$ cat src/hdl/hcbd_pkg.sv
// Shared types, codes and byte constants for the chunked body decoder.
package hcbd_pkg;

	// Result status codes
	localparam logic [1:0] STATUS_MORE = 2'd0;
	localparam logic [1:0] STATUS_DONE = 2'd1;
	localparam logic [1:0] STATUS_BAD  = 2'd2;

	localparam logic [7:0] CH_NUL   = 8'h00;
	localparam logic [7:0] CH_TAB   = 8'h09;
	localparam logic [7:0] CH_LF    = 8'h0a;
	localparam logic [7:0] CH_VT    = 8'h0b;
	localparam logic [7:0] CH_FF    = 8'h0c;
	localparam logic [7:0] CH_CR    = 8'h0d;
	localparam logic [7:0] CH_SPACE = 8'h20;
	localparam logic [7:0] CH_PLUS  = 8'h2b;
	localparam logic [7:0] CH_MINUS = 8'h2d;
	localparam logic [7:0] CH_ZERO  = 8'h30;
	localparam logic [7:0] CH_NINE  = 8'h39;
	localparam logic [7:0] CH_UC_A  = 8'h41;
	localparam logic [7:0] CH_UC_F  = 8'h46;
	localparam logic [7:0] CH_UC_X  = 8'h58;
	localparam logic [7:0] CH_LC_A  = 8'h61;
	localparam logic [7:0] CH_LC_F  = 8'h66;
	localparam logic [7:0] CH_LC_X  = 8'h78;

	typedef enum logic [4:0] {
		PH_SIZE = 5'b00001,
		PH_DATA = 5'b00010,
		PH_CRLF = 5'b00100,
		PH_DONE = 5'b01000,
		PH_BAD  = 5'b10000
	} phase_t;

	typedef enum logic [7:0] {
		SS_WS        = 8'b00000001,
		SS_SIGN      = 8'b00000010,
		SS_ZERO      = 8'b00000100,
		SS_PREFIX    = 8'b00001000,
		SS_DIGITS    = 8'b00010000,
		SS_END_DIG   = 8'b00100000,
		SS_END_NODIG = 8'b01000000,
		SS_OVERFLOW  = 8'b10000000
	} size_step_t;

	typedef struct packed {
		logic [7:0] body_byte;
		logic       body_valid;
		logic [1:0] status;
	} hcbd_result_t;

	// {is_hex, nibble}
	function automatic logic [4:0] hex_decode(input logic [7:0] b);
		logic [4:0] r;
		r = 5'd0;
		if (b >= CH_ZERO && b <= CH_NINE) begin
			r = {1'b1, b[3:0]};
		end else if ((b >= CH_LC_A && b <= CH_LC_F) || (b >= CH_UC_A && b <= CH_UC_F)) begin
			r = {1'b1, b[3:0] + 4'd9};
		end
		return r;
	endfunction

	function automatic logic is_space(input logic [7:0] b);
		return b == CH_SPACE || b == CH_TAB || b == CH_VT || b == CH_FF || b == CH_CR;
	endfunction

endpackage

$ cat src/hdl/hcbd_size_parse.sv
// Next-state logic of the hex chunk-size line parser, one byte per call.
module hcbd_size_parse
	import hcbd_pkg::*;
#(
	parameter int SIZE_WIDTH = 32
) (
	input  logic [7:0]            byte_in,
	input  size_step_t            step,
	input  logic                  neg,
	input  logic [SIZE_WIDTH-1:0] accum,
	output size_step_t            step_nxt,
	output logic                  neg_nxt,
	output logic [SIZE_WIDTH-1:0] accum_nxt
);

	logic [4:0]            hex;
	logic                  ovf;
	size_step_t            dig_step;
	logic [SIZE_WIDTH-1:0] dig_accum;

	assign hex = hex_decode(byte_in);

	// shifting in a nibble overflows only if the top nibble is already in use
	assign ovf       = |accum[SIZE_WIDTH-1 -: 4];
	assign dig_step  = ovf ? SS_OVERFLOW : SS_DIGITS;
	assign dig_accum = ovf ? accum : {accum[SIZE_WIDTH-5:0], hex[3:0]};

	always_comb begin
		step_nxt  = step;
		neg_nxt   = neg;
		accum_nxt = accum;
		case (step)
			SS_WS: begin
				if (is_space(byte_in)) begin
					step_nxt = SS_WS;
				end else if (byte_in == CH_PLUS || byte_in == CH_MINUS) begin
					neg_nxt  = (byte_in == CH_MINUS);
					step_nxt = SS_SIGN;
				end else if (byte_in == CH_ZERO) begin
					step_nxt = SS_ZERO;
				end else if (hex[4]) begin
					step_nxt  = dig_step;
					accum_nxt = dig_accum;
				end else begin
					step_nxt = SS_END_NODIG;
				end
			end
			SS_SIGN: begin
				if (byte_in == CH_ZERO) begin
					step_nxt = SS_ZERO;
				end else if (hex[4]) begin
					step_nxt  = dig_step;
					accum_nxt = dig_accum;
				end else begin
					step_nxt = SS_END_NODIG;
				end
			end
			SS_ZERO: begin
				if (byte_in == CH_LC_X || byte_in == CH_UC_X) begin
					step_nxt = SS_PREFIX;
				end else if (hex[4]) begin
					step_nxt  = dig_step;
					accum_nxt = dig_accum;
				end else begin
					step_nxt = SS_END_DIG;
				end
			end
			SS_PREFIX, SS_DIGITS: begin
				if (hex[4]) begin
					step_nxt  = dig_step;
					accum_nxt = dig_accum;
				end else begin
					step_nxt = SS_END_DIG;
				end
			end
			default: begin
				step_nxt = step;
			end
		endcase
	end

endmodule

$ cat src/hdl/hcbd_core.sv
// Decoder state registers and per-byte phase logic.
module hcbd_core
	import hcbd_pkg::*;
#(
	parameter int LINE_LIMIT = 64,
	parameter int SIZE_WIDTH = 32
) (
	input  logic         clk,
	input  logic         arst_n,
	input  logic         adv,
	input  logic [7:0]   byte_in,
	output hcbd_result_t result
);

	localparam int LCW = $clog2(LINE_LIMIT);

	phase_t                phase_q,      phase_nxt;
	logic [SIZE_WIDTH-1:0] bytes_left_q, bytes_left_nxt;
	logic [LCW-1:0]        line_count_q, line_count_nxt;
	logic [SIZE_WIDTH-1:0] accum_q,      accum_nxt;
	size_step_t            step_q,       step_nxt;
	logic                  neg_q,        neg_nxt;
	logic                  cr_q,         cr_nxt;

	size_step_t            p_step;
	logic                  p_neg;
	logic [SIZE_WIDTH-1:0] p_accum;
	logic                  has_digits;

	hcbd_size_parse #(
		.SIZE_WIDTH (SIZE_WIDTH)
	) u_parse (
		.byte_in   (byte_in),
		.step      (step_q),
		.neg       (neg_q),
		.accum     (accum_q),
		.step_nxt  (p_step),
		.neg_nxt   (p_neg),
		.accum_nxt (p_accum)
	);

	assign has_digits = step_q == SS_ZERO || step_q == SS_PREFIX ||
		step_q == SS_DIGITS || step_q == SS_END_DIG;

	always_comb begin
		phase_nxt         = phase_q;
		bytes_left_nxt    = bytes_left_q;
		line_count_nxt    = line_count_q;
		accum_nxt         = accum_q;
		step_nxt          = step_q;
		neg_nxt           = neg_q;
		cr_nxt            = cr_q;
		result.body_byte  = 8'd0;
		result.body_valid = 1'b0;
		case (phase_q)
			PH_SIZE: begin
				if (byte_in == CH_LF) begin
					if (!has_digits || (neg_q && accum_q != '0)) begin
						phase_nxt = PH_BAD;
					end else if (accum_q == '0) begin
						phase_nxt = PH_DONE;
					end else begin
						bytes_left_nxt = accum_q;
						phase_nxt      = PH_DATA;
					end
					line_count_nxt = '0;
					accum_nxt      = '0;
					step_nxt       = SS_WS;
					neg_nxt        = 1'b0;
				end else if (line_count_q >= LCW'(LINE_LIMIT - 1)) begin
					phase_nxt = PH_BAD;
				end else begin
					line_count_nxt = line_count_q + LCW'(1);
					step_nxt       = p_step;
					neg_nxt        = p_neg;
					accum_nxt      = p_accum;
				end
			end
			PH_DATA: begin
				result.body_byte  = byte_in;
				result.body_valid = 1'b1;
				bytes_left_nxt    = bytes_left_q - SIZE_WIDTH'(1);
				if (bytes_left_q == SIZE_WIDTH'(1)) begin
					phase_nxt = PH_CRLF;
					cr_nxt    = 1'b0;
				end
			end
			PH_CRLF: begin
				if (byte_in == CH_CR) begin
					cr_nxt = 1'b1;
				end else if (byte_in == CH_LF && cr_q) begin
					phase_nxt = PH_SIZE;
					cr_nxt    = 1'b0;
				end else begin
					phase_nxt = PH_BAD;
				end
			end
			default: begin
				phase_nxt = phase_q;
			end
		endcase

		case (phase_nxt)
			PH_DONE:                   result.status = STATUS_DONE;
			PH_SIZE, PH_DATA, PH_CRLF: result.status = STATUS_MORE;
			default:                   result.status = STATUS_BAD;
		endcase
	end

	always_ff @(posedge clk or negedge arst_n) begin
		if (!arst_n) begin
			phase_q      <= PH_SIZE;
			bytes_left_q <= '0;
			line_count_q <= '0;
			accum_q      <= '0;
			step_q       <= SS_WS;
			neg_q        <= 1'b0;
			cr_q         <= 1'b0;
		end else if (adv) begin
			phase_q      <= phase_nxt;
			bytes_left_q <= bytes_left_nxt;
			line_count_q <= line_count_nxt;
			accum_q      <= accum_nxt;
			step_q       <= step_nxt;
			neg_q        <= neg_nxt;
			cr_q         <= cr_nxt;
		end
	end

endmodule

$ cat src/hdl/http_chunked_body_decoder.sv
// Chunked transfer body decoder top level: input register, decoder core, result register.
//
//  channel  handshake             payload
//  input    in_valid / in_ready   in_byte
//  output   out_valid / out_ready body_byte, body_valid, status
//
// One item per cycle sustained while out_ready stays high; an accepted item
// passes through the input register, then the result register, to the outputs.
// The decoder state is updated in the core as the item moves from the input
// register to the result register, so a new item can enter as one leaves.
// Reset returns the decoder to the start of a size line with no items held.
// With out_ready low the result holds, the input register still takes one
// item, and in_ready then falls until the result is taken.
module http_chunked_body_decoder
	import hcbd_pkg::*;
#(
	parameter int LINE_LIMIT = 64,
	parameter int SIZE_WIDTH = 32
) (
	input  logic       clk,
	input  logic       arst_n,
	input  logic       in_valid,
	output logic       in_ready,
	input  logic [7:0] in_byte,
	output logic       out_valid,
	input  logic       out_ready,
	output logic [7:0] body_byte,
	output logic       body_valid,
	output logic [1:0] status
);

	logic         valid_s1;
	logic [7:0]   byte_s1;
	logic         fire_s1;
	logic         valid_s2;
	hcbd_result_t result_s2;
	hcbd_result_t res;

	assign fire_s1  = valid_s1 && (!valid_s2 || out_ready);
	assign in_ready = !valid_s1 || fire_s1;

	always_ff @(posedge clk or negedge arst_n) begin
		if (!arst_n) begin
			valid_s1 <= 1'b0;
		end else if (in_valid && in_ready) begin
			valid_s1 <= 1'b1;
		end else if (fire_s1) begin
			valid_s1 <= 1'b0;
		end
	end

	always_ff @(posedge clk) begin
		if (in_valid && in_ready) begin
			byte_s1 <= in_byte;
		end
	end

	hcbd_core #(
		.LINE_LIMIT (LINE_LIMIT),
		.SIZE_WIDTH (SIZE_WIDTH)
	) u_core (
		.clk     (clk),
		.arst_n  (arst_n),
		.adv     (fire_s1),
		.byte_in (byte_s1),
		.result  (res)
	);

	always_ff @(posedge clk or negedge arst_n) begin
		if (!arst_n) begin
			valid_s2 <= 1'b0;
		end else if (fire_s1) begin
			valid_s2 <= 1'b1;
		end else if (out_ready) begin
			valid_s2 <= 1'b0;
		end
	end

	always_ff @(posedge clk) begin
		if (fire_s1) begin
			result_s2 <= res;
		end
	end

	assign out_valid  = valid_s2;
	assign body_byte  = result_s2.body_byte;
	assign body_valid = result_s2.body_valid;
	assign status     = result_s2.status;

	// payload only ever appears while the body is still open
	a_body_status: assert property (@(posedge clk) disable iff (!arst_n)
		(out_valid && body_valid) |-> (status == STATUS_MORE))
		else $error("body item with terminal status");

	a_idle_byte_zero: assert property (@(posedge clk) disable iff (!arst_n)
		(out_valid && !body_valid) |-> (body_byte == 8'd0))
		else $error("non-body item carries a byte");

	a_done_sticky: assert property (@(posedge clk) disable iff (!arst_n)
		(out_valid && status == STATUS_DONE) |=> (!out_valid || status == STATUS_DONE))
		else $error("done status not held");

	a_bad_sticky: assert property (@(posedge clk) disable iff (!arst_n)
		(out_valid && status == STATUS_BAD) |=> (!out_valid || status == STATUS_BAD))
		else $error("malformed status not held");

endmodule
$ cat config.mk
export PLATFORM = sky130hd
export DESIGN_NAME = http_chunked_body_decoder
export DESIGN_NICKNAME = d
export VERILOG_FILES = /design/src/hdl/hcbd_pkg.sv /design/src/hdl/hcbd_size_parse.sv /design/src/hdl/hcbd_core.sv /design/src/hdl/http_chunked_body_decoder.sv
export SDC_FILE = /design/constraint.sdc
export NUM_CORES = 1
export LEC_CHECK = 0
export ABC_AREA = 1
export BUFFER_PORTS_ARGS = -buffer_cell sky130_fd_sc_hd__clkbuf_2
export CORE_AREA = 2 2 120 122
export CTS_CLUSTER_DIAMETER = 50
export DETAILED_ROUTE_END_ITERATION = 7
export DIE_AREA = 0 0 122 124
export PLACE_DENSITY = 0.57
export SLEW_MARGIN = 10
export SYNTH_ARGS = -nofsm -noshare
export SYNTH_HDL_FRONTEND = slang
export SYNTH_SLANG_ARGS = --single-unit
$ cat constraint.sdc
create_clock -name clk -period 2.8 [get_ports clk]
set_input_delay 0.28 -clock clk [delete_from_list [all_inputs] [get_ports clk]]
set_output_delay 0.28 -clock clk [all_outputs]
set_load 0.005 [all_outputs]
==> results.rst <==
.. list-table::
   :header-rows: 1

   * - Metric
     - Value
   * - Number of cells traversed by the worst register-to-register path
     - 12
   * - Start-to-end type of the worst setup path
     - reg -> reg
   * - CTS root buf
     - sky130_fd_sc_hd__clkbuf_16
   * - Worst hold margin
     - 0.09260 ns
   * - Critical Path Most Common Cell
     - sky130_fd_sc_hd__nand2_4
   * - Result of the run
     - finished, final reports clean
   * - Number of flip-flops and latches in the synthesized netlist
     - 106
   * - Setup repair after global routing missed its margin
     - no
   * - Signal arrival time at the worst endpoint
     - 2.66 ns
   * - Fin crit share
     - 84.68%
   * - Arithmetic-cell share of the synthesized area counting full adders, half adders and majority gates
     - approximately 1.6%
   * - Total power divided by cell area
     - 756.4 mW/mm²
   * - Final hold vios
     - 0
   * - CTS H-tree lvls
     - 3
   * - Busiest metal layer after global routing
     - met2
   * - Count of pins over their slew limit
     - 0
   * - Peak fanout along the critical path
     - 34
   * - Minimum clock period after layout
     - 2.371 ns
   * - Met2 layer usage reported by global route
     - between 30% and 40%
   * - Sum of negative setup slack
     - 0 ns
   * - Core Rows
     - 43
   * - Effective utilization at floorplan
     - 45.36%
   * - Top_reg_cell synth
     - sky130_fd_sc_hd__dfrtp_1
   * - Average wire per standard cell
     - 15.05 µm
   * - Post-detailed-routing wire length
     - 15.52 mm
   * - Crit Reg-Reg Startpoint
     - byte_s1[0]
   * - Number of violations reported at the end of detailed-routing iteration 0
     - 333
   * - Setup WS pre-CTS
     - 0.4448 ns
   * - Count of input and output buffers
     - 24
   * - Crit path cell chain
     - inv_1 -> ha_1 -> nand3_2 -> nor2_8 -> inv_4 -> nand2_4 -> nand2_4 -> clkinv_4 -> nand2_4 -> nor2_8 -> nand3_1 -> o21ai_0
   * - Compound-gate portion of the synthesized area
     - 12.69%
   * - Global-route wire length before repair
     - ~26 mm
   * - Fraction of final layout cells with drive strength greater than 1
     - a little over a tenth
   * - Number of global-route vias before repair
     - 5,292
   * - Timing-limited maximum frequency
     - about 0.42 GHz
   * - Portion of netlist area occupied by mux cells
     - 0%
   * - TritonCTS clock tree
     - yes
   * - Slew of the pin with the lowest slew margin
     - 0.6552 ns
   * - Die width
     - roughly 120 µm
   * - Antenna violation net count after detailed routing
     - 0
   * - IR drop worst, VDD
     - 0.3800 mV
   * - Area of the die
     - 0.01513 mm²
   * - Final-stage net count
     - 866
   * - Diode count
     - 0
   * - Area fraction in and, or, nand and nor cells after synthesis
     - 30.20%
   * - Net count after synthesis
     - 843
   * - Worst min-delay path category
     - in -> reg
   * - Nature of the critical path startpoint
     - register
   * - Post-CTS setup buffers
     - 0
   * - Number of iterations in the first detailed-routing pass
     - 5
   * - Top-area cell type share of the netlist area
     - 34.18%
   * - Sum of overflow across all layers after global routing
     - 0
   * - DP HPWL
     - 11.67 mm
   * - Number of antenna violations at the first check in global routing
     - 0
   * - Type of element capturing the critical path
     - register
   * - Global routing usage on met1
     - 27.73%
   * - Number of ports placed on the die boundary
     - 25
   * - Dominant combinational cell family by area after synthesis
     - simple AND/OR/NAND/NOR gates
   * - Normalized max-slew margin
     - 56.32%
   * - Cell accounting for the most synthesized area
     - sky130_fd_sc_hd__dfrtp_1
   * - Global-route usage over all layers
     - 22.24%
   * - Critical path's largest stage delay
     - around 0.47 ns
   * - Cell leakage power
     - 3.150 nW
   * - Yosys warning total
     - 0
   * - Synth Area per Inst
     - 7.562 µm²
   * - CTS max path bufs
     - 2
   * - Reg clk slew, reported paths
     - 0.08 ns
   * - Maximum number of pins on one net before global-route repair
     - 49
   * - Number of vias per cell after detailed routing
     - 5.225
   * - Synth-to-layout area growth
     - 9.349%
   * - Final clock skew
     - 0.009291 ns
   * - Hold-critical path depth
     - 1
   * - Number of instances in the synthesized netlist
     - 823
   * - Syn Std Cell Area
     - 0.006223 mm²
   * - Post-route worst setup slack
     - between 0.4 and 0.5 ns
   * - Total DRC errors in the routed layout
     - 0
   * - Sequential element share of the synthesized area
     - 44.19%
   * - Final setup fails
     - 0
   * - Clock insertion delay at the later pin of the skew report
     - 0.36 ns
   * - Gpl congestion
     - 0.9244
   * - Count of distinct cell types in the synthesized netlist
     - 49
   * - Number of clock buffers inserted by TritonCTS
     - 9
   * - Slowest cell on crit path
     - sky130_fd_sc_hd__edfxtp_1
   * - Count of flip-flops with a built-in enable after synthesis
     - 19
   * - Count of clock tree sinks
     - around 110
   * - Leading cell types by total area after synthesis
     - sky130_fd_sc_hd__dfrtp_1 (34%), sky130_fd_sc_hd__nand2_1 (11%), sky130_fd_sc_hd__edfxtp_1 (9.2%), sky130_fd_sc_hd__nor2_1 (8.0%), sky130_fd_sc_hd__inv_1 (6.6%)
   * - Vertical die dimension
     - 124 µm
   * - Count of max-cap constraint violations
     - 0
   * - Launching instance or port of the critical path
     - byte_s1[0]
   * - Share of async-settable or async-resettable flops after synthesis
     - between 80% and 90%
   * - Core area
     - 0.01372 mm²
   * - CP required
     - 3.09 ns
   * - Xor/xnor cell area share of the yosys netlist
     - 2.111%
   * - GR Layer Usage met3
     - 5.037%
   * - Number of gates resized after cts
     - 0
   * - Startpoint of the lowest-slack hold path
     - in_byte[5]
   * - Total vias in the final route
     - ~5.4k
   * - Cts hold-fix bufs
     - 1
## state kept, by name (all words and copies together), names as in the netlist
register and cells:
out_valid 1, body_byte 8, u_core.cr_q 1, u_core.line_count_q 6, valid_s1 1, byte_s1 8, u_core.step_q 8, u_core.bytes_left_q 32
u_core.neg_q 1, status 2, u_core.phase_q 5, u_core.accum_q 32, body_valid 1
## layout by cell type, fill, tap and decap left out, drive strengths merged
cell type / Yosys / routed
nand2: 191 / 191
nor2: 148 / 148
inv: 114 / 117
dfrtp: 85 / 85
o21ai: 79 / 79
nand3: 43 / 43
clkbuf: 5 / 33
o22ai: 28 / 28
nand4: 22 / 22
edfxtp: 19 / 19
a21oi: 18 / 18
xor2: 10 / 10
nor3: 10 / 10
ha: 8 / 8
buf: 15 / 8
xnor2: 5 / 5
o211ai: 3 / 3
clkinv: 1 / 3
nor4: 2 / 2
o31ai: 2 / 2
nor3b: 2 / 2
a31oi: 2 / 2
dfstp: 2 / 2
a211oi: 2 / 2
a21o: 1 / 1
and2: 1 / 1
o21bai: 1 / 1
o311ai: 1 / 1
o21a: 1 / 1
o2111ai: 1 / 1
a31o: 1 / 1
clkinvlp: 0 / 1
dlygate4sd3: 0 / 1
## Yosys cell counts, drive strengths merged (8+ instances only)
cell / count
nand2: 191
dfrtp: 85
edfxtp: 19
a21oi: 18
buf: 15
nand3: 43
nand4: 22
ha: 8
nor3: 10
o21ai: 79
o22ai: 28
inv: 114
nor2: 148
xor2: 10
## worst max-delay path, delay by kind of cell (launching register included)
| kind | cells | cell delay (ns) |
|---|---|---|
| adder cells (fa/ha/maj) | 1 | 0.19 |
| AO/OA/AOI/OAI | 1 | 0.10 |
| flip-flops | 1 | 0.47 |
| AND/OR/NAND/NOR | 7 | 1.17 |
| buffers and inverters | 3 | 0.36 |
## cell type report
class | instances | area, µm²
clock buffer | 10 | 250.2
fill | 1366 | 6914
inverter | 115 | 439.2
sequential | 106 | 2750
timing repair buffer | 32 | 185.2
tap | 180 | 225.2
clock inverter | 6 | 55.05
multi-input combinational | 582 | 2900
## report_power, final
group	total [W]	switching [W]	internal, W
Combinational	0.00167	0.00112	0.000556
Clock	0.00130	0.000624	0.000677
Sequential	0.00218	0.000299	0.00188
## final timing paths
check	end	slack, ns
setup / recovery	u_core.accum_q[0]	0.43
hold / removal	byte_s1[5]	0.09
setup reg to reg	u_core.accum_q[0]	0.43
hold reg to reg	u_core.phase_q[4]	0.50
max in group asynchronous	u_core.bytes_left_q[29]	1.59
min in group asynchronous	u_core.bytes_left_q[7]	0.46
## kinds of logic after synthesis
group	Yosys count
xor+xnor	15
compound gates	140
fa+ha+maj	8
flops	106
buf+inv	135
simple gates	419
## per-layer routing
| layer | vias up | wire length [µm] | part of all wire [%] |
|---|---|---|---|
| li1 | 2726 | - | - |
| met1 | 2525 | 6992 | 45 |
| met2 | 104 | 7473 | 48 |
| met3 | 32 | 553 | 3.6 |
| met4 | 0 | 496 | 3.2 |
| met5 | - | 0 | 0 |
## per-stage QoR
step	std cells	area [µm²]	power (W)	util (%)
6_report	1031	6805	0.005148	49.60
5_1_grt	1031	6805	0.005541	49.60
3_5_place_dp	1014	6490	0.003865	47.31
4_1_cts	1031	6805	0.005180	49.60
2_1_floorplan	823	6223	0.003382	-
3_3_place_gp	1014	6490	0.003832	47.31
Power figures use the tool's default switching activity.
